--- config.mk ---
export PLATFORM = sky130hd
export DESIGN_NAME = md5_message_digest
export DESIGN_NICKNAME = d
export VERILOG_FILES = /design/src/rtl/md5_pkg.sv /design/src/rtl/md5_ram.sv /design/src/rtl/md5_round.sv /design/src/rtl/md5_message_digest.sv
export VERILOG_INCLUDE_DIRS = /design/src /design/src/rtl
export SDC_FILE = /design/constraint.sdc
export NUM_CORES = 2
export LEC_CHECK = 0
export BUFFER_PORTS_ARGS = -buffer_cell sky130_fd_sc_hd__buf_2
export CORE_AREA = 2 2 442 225
export CTS_CLUSTER_SIZE = 25
export DETAILED_ROUTE_END_ITERATION = 6
export DIE_AREA = 0 0 444 227
export PLACE_DENSITY_LB_ADDON = 0.15
export SLEW_MARGIN = 0
export SYNTH_ARGS = -nofsm -noshare
export SYNTH_HDL_FRONTEND = slang
export SYNTH_SLANG_ARGS = --single-unit
--- constraint.sdc ---
create_clock -name clk -period 14.1 [get_ports clk]
set_input_delay 2.115 -clock clk [delete_from_list [all_inputs] [get_ports clk]]
set_output_delay 2.115 -clock clk [all_outputs]
set_load 0.03 [all_outputs]
--- src/rtl/md5_message_digest_defines.svh ---
// Assertion macros shared by the MD5 digest design.
`ifndef MD5_MESSAGE_DIGEST_DEFINES_SVH
`define MD5_MESSAGE_DIGEST_DEFINES_SVH
// Assert that a condition implies a consequence in the same cycle.
`define MD5_ASSERT_IMPL(lbl, clk, rst_n, ante, cons, msg) \
	lbl: assert property (@(posedge clk) disable iff (!rst_n) (ante) |-> (cons)) \
	else $error(msg);
// Assert that a condition implies a consequence in the next cycle.
`define MD5_ASSERT_NEXT(lbl, clk, rst_n, ante, cons, msg) \
	lbl: assert property (@(posedge clk) disable iff (!rst_n) (ante) |=> (cons)) \
	else $error(msg);
`endif

--- src/rtl/md5_pkg.sv ---
// Package with MD5 constants, tables, types and round functions.
package md5_pkg;
	localparam logic [31:0] IV_A = 32'h67452301;
	localparam logic [31:0] IV_B = 32'hefcdab89;
	localparam logic [31:0] IV_C = 32'h98badcfe;
	localparam logic [31:0] IV_D = 32'h10325476;
	localparam logic [31:0] PAD_BYTE = 32'h00000080;

	typedef enum logic [2:0] {
		ST_IDLE, ST_FILL, ST_COMP, ST_FIN, ST_OUT
	} md5_state_t;

	typedef struct packed {
		logic start;
		logic busy;
		logic done;
	} md5_ctl_t;

	localparam logic [31:0] K_TAB [64] = '{
		32'hd76aa478, 32'he8c7b756, 32'h242070db, 32'hc1bdceee,
		32'hf57c0faf, 32'h4787c62a, 32'ha8304613, 32'hfd469501,
		32'h698098d8, 32'h8b44f7af, 32'hffff5bb1, 32'h895cd7be,
		32'h6b901122, 32'hfd987193, 32'ha679438e, 32'h49b40821,
		32'hf61e2562, 32'hc040b340, 32'h265e5a51, 32'he9b6c7aa,
		32'hd62f105d, 32'h02441453, 32'hd8a1e681, 32'he7d3fbc8,
		32'h21e1cde6, 32'hc33707d6, 32'hf4d50d87, 32'h455a14ed,
		32'ha9e3e905, 32'hfcefa3f8, 32'h676f02d9, 32'h8d2a4c8a,
		32'hfffa3942, 32'h8771f681, 32'h6d9d6122, 32'hfde5380c,
		32'ha4beea44, 32'h4bdecfa9, 32'hf6bb4b60, 32'hbebfbc70,
		32'h289b7ec6, 32'heaa127fa, 32'hd4ef3085, 32'h04881d05,
		32'hd9d4d039, 32'he6db99e5, 32'h1fa27cf8, 32'hc4ac5665,
		32'hf4292244, 32'h432aff97, 32'hab9423a7, 32'hfc93a039,
		32'h655b59c3, 32'h8f0ccc92, 32'hffeff47d, 32'h85845dd1,
		32'h6fa87e4f, 32'hfe2ce6e0, 32'ha3014314, 32'h4e0811a1,
		32'hf7537e82, 32'hbd3af235, 32'h2ad7d2bb, 32'heb86d391
	};

	localparam logic [4:0] S_TAB [16] = '{
		5'd7, 5'd12, 5'd17, 5'd22, 5'd5, 5'd9, 5'd14, 5'd20,
		5'd4, 5'd11, 5'd16, 5'd23, 5'd6, 5'd10, 5'd15, 5'd21
	};

	function automatic logic [3:0] msg_index(input logic [5:0] i);
		logic [3:0] r;
		logic [3:0] lo;
		lo = i[3:0];
		case (i[5:4])
			2'd0: r = lo;
			2'd1: r = 4'((lo << 2) + lo + 4'd1);
			2'd2: r = 4'((lo << 1) + lo + 4'd5);
			default: r = 4'((lo << 3) - lo);
		endcase
		return r;
	endfunction

	function automatic logic [31:0] round_f(input logic [1:0] ph,
		input logic [31:0] b, input logic [31:0] c, input logic [31:0] d);
		logic [31:0] r;
		case (ph)
			2'd0: r = (b & c) | (~b & d);
			2'd1: r = (b & d) | (c & ~d);
			2'd2: r = b ^ c ^ d;
			default: r = c ^ (b | ~d);
		endcase
		return r;
	endfunction
endpackage

--- src/rtl/md5_ram.sv ---
// Generic simple dual-port RAM (one write port, one read port) with a registered read.
module md5_ram #(
	parameter int Width = 32,
	parameter int Depth = 16
) (
	input  logic                     clk,
	input  logic                     we,
	input  logic [$clog2(Depth)-1:0] waddr,
	input  logic [Width-1:0]         wdata,
	input  logic [$clog2(Depth)-1:0] raddr,
	output logic [Width-1:0]         rdata
);
	logic [Width-1:0] mem_q [Depth];

	always_ff @(posedge clk) begin
		if (we) begin
			mem_q[waddr] <= wdata;
		end
		rdata <= mem_q[raddr];
	end
endmodule

--- src/rtl/md5_round.sv ---
// Shared MD5 round unit stepping through 64 rounds of one block.
`include "md5_message_digest_defines.svh"
module md5_round (
	input  logic              clk,
	input  logic              arst_n,
	input  logic              start,
	input  logic [31:0]       msg_word,
	output logic [3:0]        msg_addr,
	output md5_pkg::md5_ctl_t ctl,
	output logic [31:0]       ch_a,
	output logic [31:0]       ch_b,
	output logic [31:0]       ch_c,
	output logic [31:0]       ch_d,
	input  logic              reinit
);
	import md5_pkg::*;

	logic [31:0] a_q, b_q, c_q, d_q;
	logic [31:0] ca_q, cb_q, cc_q, cd_q;
	logic [6:0]  rnd_q;
	logic        busy_q, done_q;
	logic [5:0]  ri;
	logic [31:0] t_sum, t_rot, t_new;
	logic [4:0]  sh;

	assign ri = rnd_q[5:0];
	assign msg_addr = busy_q ? msg_index(6'(ri + 6'd1)) : msg_index(6'd0);
	assign sh = S_TAB[{ri[5:4], ri[1:0]}];
	assign t_sum = a_q + round_f(ri[5:4], b_q, c_q, d_q) + msg_word + K_TAB[ri];
	assign t_rot = (t_sum << sh) | (t_sum >> (6'd32 - {1'b0, sh}));
	assign t_new = t_rot + b_q;

	always_ff @(posedge clk or negedge arst_n) begin
		if (!arst_n) begin
			busy_q <= 1'b0;
			done_q <= 1'b0;
			rnd_q <= '0;
			ca_q <= IV_A;
			cb_q <= IV_B;
			cc_q <= IV_C;
			cd_q <= IV_D;
		end else begin
			done_q <= 1'b0;
			if (reinit) begin
				ca_q <= IV_A;
				cb_q <= IV_B;
				cc_q <= IV_C;
				cd_q <= IV_D;
			end else if (start) begin
				busy_q <= 1'b1;
				rnd_q <= '0;
			end else if (busy_q) begin
				if (rnd_q == 7'd63) begin
					busy_q <= 1'b0;
					done_q <= 1'b1;
					ca_q <= ca_q + d_q;
					cb_q <= cb_q + t_new;
					cc_q <= cc_q + b_q;
					cd_q <= cd_q + c_q;
				end
				rnd_q <= rnd_q + 7'd1;
			end
		end
	end

	always_ff @(posedge clk) begin
		if (start) begin
			a_q <= ca_q;
			b_q <= cb_q;
			c_q <= cc_q;
			d_q <= cd_q;
		end else if (busy_q) begin
			a_q <= d_q;
			d_q <= c_q;
			c_q <= b_q;
			b_q <= t_new;
		end
	end

	assign ctl = '{start: start, busy: busy_q, done: done_q};
	assign ch_a = ca_q;
	assign ch_b = cb_q;
	assign ch_c = cc_q;
	assign ch_d = cd_q;

	`MD5_ASSERT_NEXT(a_done_end, clk, arst_n, busy_q && rnd_q == 7'd63, done_q && !busy_q,
		"round unit did not finish after round 63")
	`MD5_ASSERT_IMPL(a_rnd_range, clk, arst_n, busy_q, rnd_q < 7'd64, "round count overrun")
	`MD5_ASSERT_IMPL(a_no_restart, clk, arst_n, start, !busy_q, "block started while busy")
endmodule

--- src/rtl/md5_message_digest.sv ---
// Top level of the MD5 digest: word buffer, padding sequencer and round unit.
// A full word is written to the buffer when taken; the sixteenth word of a block
// starts the 64 rounds of the shared round unit and then the chaining update.
// A last word adds padding words and one or two blocks, then the digest
// is held until taken. No word is taken while a block is in the rounds.
// Reset is asynchronous, active low, and restores the initial chaining words.
`include "md5_message_digest_defines.svh"
module md5_message_digest (
	input  logic        clk,
	input  logic        arst_n,
	input  logic        in_valid,
	output logic        in_stall,
	input  logic [31:0] data_word,
	input  logic [2:0]  valid_bytes,
	input  logic        last_word,
	output logic        out_valid,
	input  logic        out_stall,
	output logic [31:0] digest_a,
	output logic [31:0] digest_b,
	output logic [31:0] digest_c,
	output logic [31:0] digest_d
);
	import md5_pkg::*;

	md5_state_t  state_q, state_d;
	logic [3:0]  pos_q;
	logic [63:0] bits_q;
	logic        lenhi_q;
	logic        we;
	logic [3:0]  waddr;
	logic [31:0] wdata;
	logic [3:0]  raddr;
	logic [31:0] rdata;
	logic        start, reinit, take;
	md5_ctl_t    ctl;
	logic [31:0] ch_a, ch_b, ch_c, ch_d;
	logic [2:0]  nb;
	logic [31:0] lastw, mask;
	logic [63:0] bits_next;
	logic        fin_after;
	logic        fin_after_q;
	logic        fill_after;
	logic        fill_after_q;
	logic [31:0] dg_a_q, dg_b_q, dg_c_q, dg_d_q;

	md5_ram #(.Width(32), .Depth(16)) u_buf (
		.clk(clk), .we(we), .waddr(waddr), .wdata(wdata), .raddr(raddr), .rdata(rdata)
	);

	md5_round u_round (
		.clk(clk), .arst_n(arst_n), .start(start), .msg_word(rdata), .msg_addr(raddr),
		.ctl(ctl), .ch_a(ch_a), .ch_b(ch_b), .ch_c(ch_c), .ch_d(ch_d), .reinit(reinit)
	);

	assign take = in_valid && !in_stall;
	assign nb = (valid_bytes > 3'd4) ? 3'd4 : valid_bytes;
	assign mask = (nb == 3'd4) ? 32'hffffffff : ((32'd1 << {nb, 3'b000}) - 32'd1);
	assign lastw = (nb == 3'd4) ? data_word : ((data_word & mask) | (PAD_BYTE << {nb, 3'b000}));
	assign bits_next = bits_q + (last_word ? 64'({nb, 3'b000}) : 64'd32);

	always_comb begin
		state_d = state_q;
		we = 1'b0;
		waddr = pos_q;
		wdata = '0;
		start = 1'b0;
		reinit = 1'b0;
		fin_after = 1'b0;
		fill_after = 1'b0;
		in_stall = 1'b1;
		case (state_q)
			ST_IDLE: begin
				in_stall = 1'b0;
				if (take) begin
					we = 1'b1;
					wdata = last_word ? lastw : data_word;
					if (last_word) begin
						state_d = (nb == 3'd4) ? ST_FILL : ST_FIN;
						if (pos_q == 4'd15) begin
							state_d = ST_COMP;
							start = 1'b1;
							fill_after = (nb == 3'd4);
							fin_after = (nb != 3'd4);
						end
					end
					if (!last_word && pos_q == 4'd15) begin
						start = 1'b1;
						state_d = ST_COMP;
					end
				end
			end
			ST_FILL: begin
				we = 1'b1;
				wdata = PAD_BYTE;
				if (pos_q == 4'd15) begin
					start = 1'b1;
					state_d = ST_COMP;
					fin_after = 1'b1;
				end else begin
					state_d = ST_FIN;
				end
			end
			ST_FIN: begin
				we = 1'b1;
				if (pos_q == 4'd14) begin
					wdata = bits_q[31:0];
				end else if (pos_q == 4'd15 && lenhi_q) begin
					wdata = bits_q[63:32];
					start = 1'b1;
					state_d = ST_COMP;
				end else if (pos_q == 4'd15) begin
					start = 1'b1;
					state_d = ST_COMP;
					fin_after = 1'b1;
				end
			end
			ST_COMP: begin
				if (ctl.done) begin
					state_d = lenhi_q ? ST_OUT :
						(fill_after_q ? ST_FILL : (fin_after_q ? ST_FIN : ST_IDLE));
				end
			end
			ST_OUT: begin
				if (!out_stall) begin
					state_d = ST_IDLE;
					reinit = 1'b1;
				end
			end
			default: state_d = ST_IDLE;
		endcase
	end

	always_ff @(posedge clk or negedge arst_n) begin
		if (!arst_n) begin
			state_q <= ST_IDLE;
			pos_q <= '0;
			bits_q <= '0;
			lenhi_q <= 1'b0;
			fin_after_q <= 1'b0;
			fill_after_q <= 1'b0;
		end else begin
			state_q <= state_d;
			if (start) begin
				fin_after_q <= fin_after;
				fill_after_q <= fill_after;
			end
			if (we) begin
				pos_q <= pos_q + 4'd1;
			end
			if (state_q == ST_IDLE && take) begin
				bits_q <= bits_next;
			end
			if (state_q == ST_FIN && pos_q == 4'd14) begin
				lenhi_q <= 1'b1;
			end
			if (reinit) begin
				pos_q <= '0;
				bits_q <= '0;
				lenhi_q <= 1'b0;
			end
		end
	end

	always_ff @(posedge clk) begin
		if (state_q == ST_COMP && ctl.done && lenhi_q) begin
			dg_a_q <= ch_a;
			dg_b_q <= ch_b;
			dg_c_q <= ch_c;
			dg_d_q <= ch_d;
		end
	end

	assign out_valid = (state_q == ST_OUT);
	assign digest_a = dg_a_q;
	assign digest_b = dg_b_q;
	assign digest_c = dg_c_q;
	assign digest_d = dg_d_q;

	`MD5_ASSERT_IMPL(a_stall_busy, clk, arst_n, ctl.busy, in_stall, "word taken during rounds")
	`MD5_ASSERT_IMPL(a_out_state, clk, arst_n, out_valid, !ctl.busy, "digest shown mid-block")
	`MD5_ASSERT_NEXT(a_reinit, clk, arst_n, out_valid && !out_stall,
		pos_q == 4'd0 && bits_q == 64'd0, "state not cleared after digest")
endmodule

==> reports/results.tsv <==
stage	metric	value	unit
placed_design	hpwlAfterDp	151600	µm
logic_synthesis	postSynthCellCount	5399	
timing	tns	0	ns
placed_design	placedCellCount	6825	
placed_design	place_ws	0.9816	ns
timing	setup_violations	0	
cts	root_buffer	clkbuf_16	
floorplan	fp.dieArea	100800	µm²
logic_synthesis	synth_top_area_share	39.98	%
logic_synthesis	synth_area	57690	µm²
final_layout	layout-drive-gt1-share	14.68	%
global_route	grt_pass1_vias	42950	
placed_design	place_congestion	1.110	
global_route	grt_use_total	41.03	%
timing	finalMaxSlewViolations	0	
cts	clkTransAtPathRegs	0.07	ns
floorplan	core-area	96790	µm²
floorplan	ios	170	
drt	via_count	47030	
drt	ant_nets	0	
timing	post-route-period-util	95.53	%
flow_run	cap_violations	0	
cts	cts_sinks	1008	
setup_path	start_kind	flip-flop	
floorplan	fp.dieW	444	µm
cts	h-tree-depth	3	
timing	slew_headroom	11.30	%
cts	post_cts_buffers	0	
logic_synthesis	synthArstFlopShare	20.63	%
final_layout	nNetsFinal	5960	
setup_path	path_common_cell	a21oi_1	
final_layout	synthToLayoutAreaGrowth	11.59	%
drt	wl	208200	µm
drt	drtIter0Drc	7144	
timing	min_period	13.47	ns
min_path	hp-start	u_round.ch_c[29]$_DFFE_PN0P_	
timing	worst-slew-pin-transition	1.328	ns
logic_synthesis	syn-num-nets	5730	
cts	cts_inserted_buffers	87	
cts	clk_latency	0.75	ns
setup_path	cp_slowest_cell	ha_1	
floorplan	rows	81	
logic_synthesis	syn_area_per_cell	10.68	µm²
logic_synthesis	synth_top_area_cell	edfxtp_1	
setup_path	required	14.66	ns
logic_synthesis	synth_cell_types	85	
logic_synthesis	synth_area_leaders	edfxtp_1 (40%), dfrtp_1 (6.2%), mux4_2 (5.7%)	
setup_path	path_class	reg -> reg	
setup_path	reg2reg_slack	0.63	ns
cts	clockBufferDepth	3	
logic_synthesis	synthFlopType	edfxtp_1	
logic_synthesis	synth_warnings	0	
setup_path	r2r_cells	51	
final_layout	layout.cells.non_filler	6994	
timing	hold_viol_final	0	
global_route	antenna_found_initial	10	
min_path	min_path_cells	0	
cts	cts_tree	built	
power	power_density	90.30	nW/µm²
global_route	grt_pass1_wl	297900	µm
timing	fin_ws	0.6308	ns
setup_path	crit_arrival	14.03	ns
min_path	hold_path_class	reg -> reg	
power	p_leak	0.02409	µW
floorplan	initial_core_util	59.60	%
outcome	status	finished with violations	
outcome	violations	design-rule violations	
setup_path	critPathMaxFanout	13	
setup_path	critPathCaptureType	flip-flop	
timing	max_freq	0.07424	GHz
logic_synthesis	synth-seq-area-share	50.25	%
logic_synthesis	ys_ff_latch	1008	
setup_path	r2r-start	u_round.rnd_q[0]$_DFFE_PN0P_	
timing	grt_setup_unrepaired	false	
setup_path	rr_endpoint	u_round.ch_b[31]$_DFFE_PN1P_	
logic_synthesis	synth_edf_count	768	
drt	detail_route.wl_per_cell	29.76	µm
timing	fin_skew	0.04853	ns
drt	drc	9	
global_route	grt_start_max_net_pins	150	
drt	viasPerCell	6.724	
floorplan	die_h	227	µm
placed_design	port_buffers	169	
setup_path	cpPeakStageDelay	0.61	ns
global_route	overflow	0	
cts	hold_buffers	0	
min_path	holdPathEnd	digest_c[29]$_DFFE_PP_	
power	peakVddDrop	0.1146	mV
drt	drt_pass1_iterations	7	
## how the worst max path moves through the flow
stage                                  from                           end  cells after the start
3_5_place_dp   u_round.rnd_q[0]$_DFFE_PN0P_  u_round.ch_b[31]$_DFFE_PN1P_                     51
2_1_floorplan  u_round.rnd_q[4]$_DFFE_PN0P_  u_round.ch_b[31]$_DFFE_PN1P_                     51
5_1_grt        u_round.rnd_q[0]$_DFFE_PN0P_  u_round.ch_b[31]$_DFFE_PN1P_                     51
6_report       u_round.rnd_q[0]$_DFFE_PN0P_  u_round.ch_b[31]$_DFFE_PN1P_                     51
4_1_cts        u_round.rnd_q[0]$_DFFE_PN0P_  u_round.ch_b[31]$_DFFE_PN1P_                     51
3_3_place_gp   u_round.rnd_q[0]$_DFFE_PN0P_  u_round.ch_b[31]$_DFFE_PN1P_                     51
## where the power goes
group	internal, µW	switching, µW
registers	3160	0
logic	5.14	18.3
clock network	1430	1200
total	4600	1220
## routing by layer
layer  vias to the layer above  global-route usage, %  wire (µm)
li1                      20170                      -          -
met1                     23140                  64.25      90560
met2                      3425                  47.15      72830
met3                       275                  23.28      40060
met4                        18                  7.498       3783
met5                         -                  6.396        918
## per-stage QoR
stage | total power (µW) | util (%) | area, µm² | hold WS (ns)
after floorplan | 3223 | - | 57690 | 0.4660
after global placement | 3245 | 63.28 | 61250 | 0.4896
after detailed placement | 3245 | 63.28 | 61250 | 0.4955
after CTS | 5822 | 66.48 | 64340 | 0.5110
after global routing | 5935 | 66.50 | 64360 | 0.5282
final | 5813 | 66.51 | 64370 | 0.5126
## worst max-delay path, delay by kind of cell, from the launching register on
kind / cells / cell delay (ns)
DFF: 1 / 0.46
AOI/OAI and AO/OA: 23 / 4.81
adders and majority gates: 7 / 2.68
and+or+nand+nor: 12 / 3.10
xor gates and xnor gates: 1 / 0.11
muxes: 4 / 1.53
buffers and inverters: 4 / 0.58
## kinds of logic (layout without fill, tap and decap cells)
| logic type | Yosys count | in the layout | share of synthesized area (%) |
|---|---|---|---|
| AOI/OAI and AO/OA | 1371 | 1371 | 14.77 |
| xor gates and xnor gates | 272 | 272 | 4.143 |
| adders and majority gates | 291 | 291 | 7.197 |
| buffers and inverters | 514 | 818 | 3.379 |
| DFF | 1008 | 1008 | 50.25 |
| muxes | 244 | 244 | 7.418 |
| other | 0 | 5 | 0 |
| and+or+nand+nor | 1699 | 1699 | 12.85 |
## placed cells by master, fill, tap and decap left out, types with 26 or more instances in the layout
| cell | n |
|---|---|
| a21oi_1 | 445 |
| mux2i_1 | 80 |
| dfstp_2 | 64 |
| nor2_1 | 390 |
| a31oi_1 | 72 |
| nand2_1 | 816 |
| a22oi_1 | 30 |
| ha_1 | 223 |
| nor2b_1 | 91 |
| o21ai_0 | 326 |
| mux4_2 | 145 |
| inv_1 | 241 |
| a21o_1 | 87 |
| xnor2_1 | 174 |
| nand2b_1 | 44 |
| nand3_1 | 81 |
| dfrtp_1 | 140 |
| o211ai_1 | 34 |
| dfxtp_1 | 32 |
| and3_1 | 46 |
| fa_1 | 68 |
| a211oi_1 | 87 |
| clkbuf_16 | 87 |
| nor3_1 | 78 |
| buf_4 | 232 |
| edfxtp_1 | 768 |
| xor2_1 | 95 |
| o21a_1 | 33 |
| and2_1 | 26 |
| or3_1 | 34 |
| buf_2 | 168 |
## flip-flops by register name (all words and copies together), names as in the netlist
register	count
u_round.c_q	32
u_buf.mem_q	512
u_round.ch_a	32
fin_after_q	1
digest_c	32
u_round.ch_c	32
digest_d	32
bits_q	61
u_round.b_q	32
digest_b	32
u_round.busy_q	1
u_buf.rdata	32
fill_after_q	1
pos_q	4
u_round.a_q	32
u_round.d_q	32
u_round.done_q	1
u_round.rnd_q	7
lenhi_q	1
u_round.ch_b	32
digest_a	32
u_round.ch_d	32
state_q	3
## Yosys cell counts, types with 64 or more instances
| master | number |
|---|---|
| mux2i_1 | 81 |
| mux4_2 | 145 |
| fa_1 | 68 |
| dfrtp_1 | 144 |
| nand2_1 | 819 |
| ha_1 | 223 |
| a211oi_1 | 87 |
| dfstp_2 | 64 |
| nor3_1 | 83 |
| a21o_1 | 87 |
| edfxtp_1 | 768 |
| o21ai_0 | 328 |
| xnor2_1 | 176 |
| nand3_1 | 82 |
| nor2_1 | 406 |
| inv_1 | 243 |
| xor2_1 | 95 |
| clkbuf_1 | 216 |
| a21oi_1 | 448 |
| a31oi_1 | 72 |
| nor2b_1 | 92 |
## repair_timing
item	CTS	global route
resized for setup	0	5
hold endpoints to repair	0	0
setup endpoints to repair	0	2
## final cells by class
cell class / instances / area [µm²]
fillers: 7308 / 32410
flip-flops and latches: 1008 / 29000
multi-input cells: 3877 / 27010
repair buffers: 408 / 2723
clock buffers: 104 / 2261
well taps: 1286 / 1609
inverters: 247 / 927.1
clock inverters: 59 / 833.3
diodes: 5 / 12.51
Power figures use the tool's default switching activity.
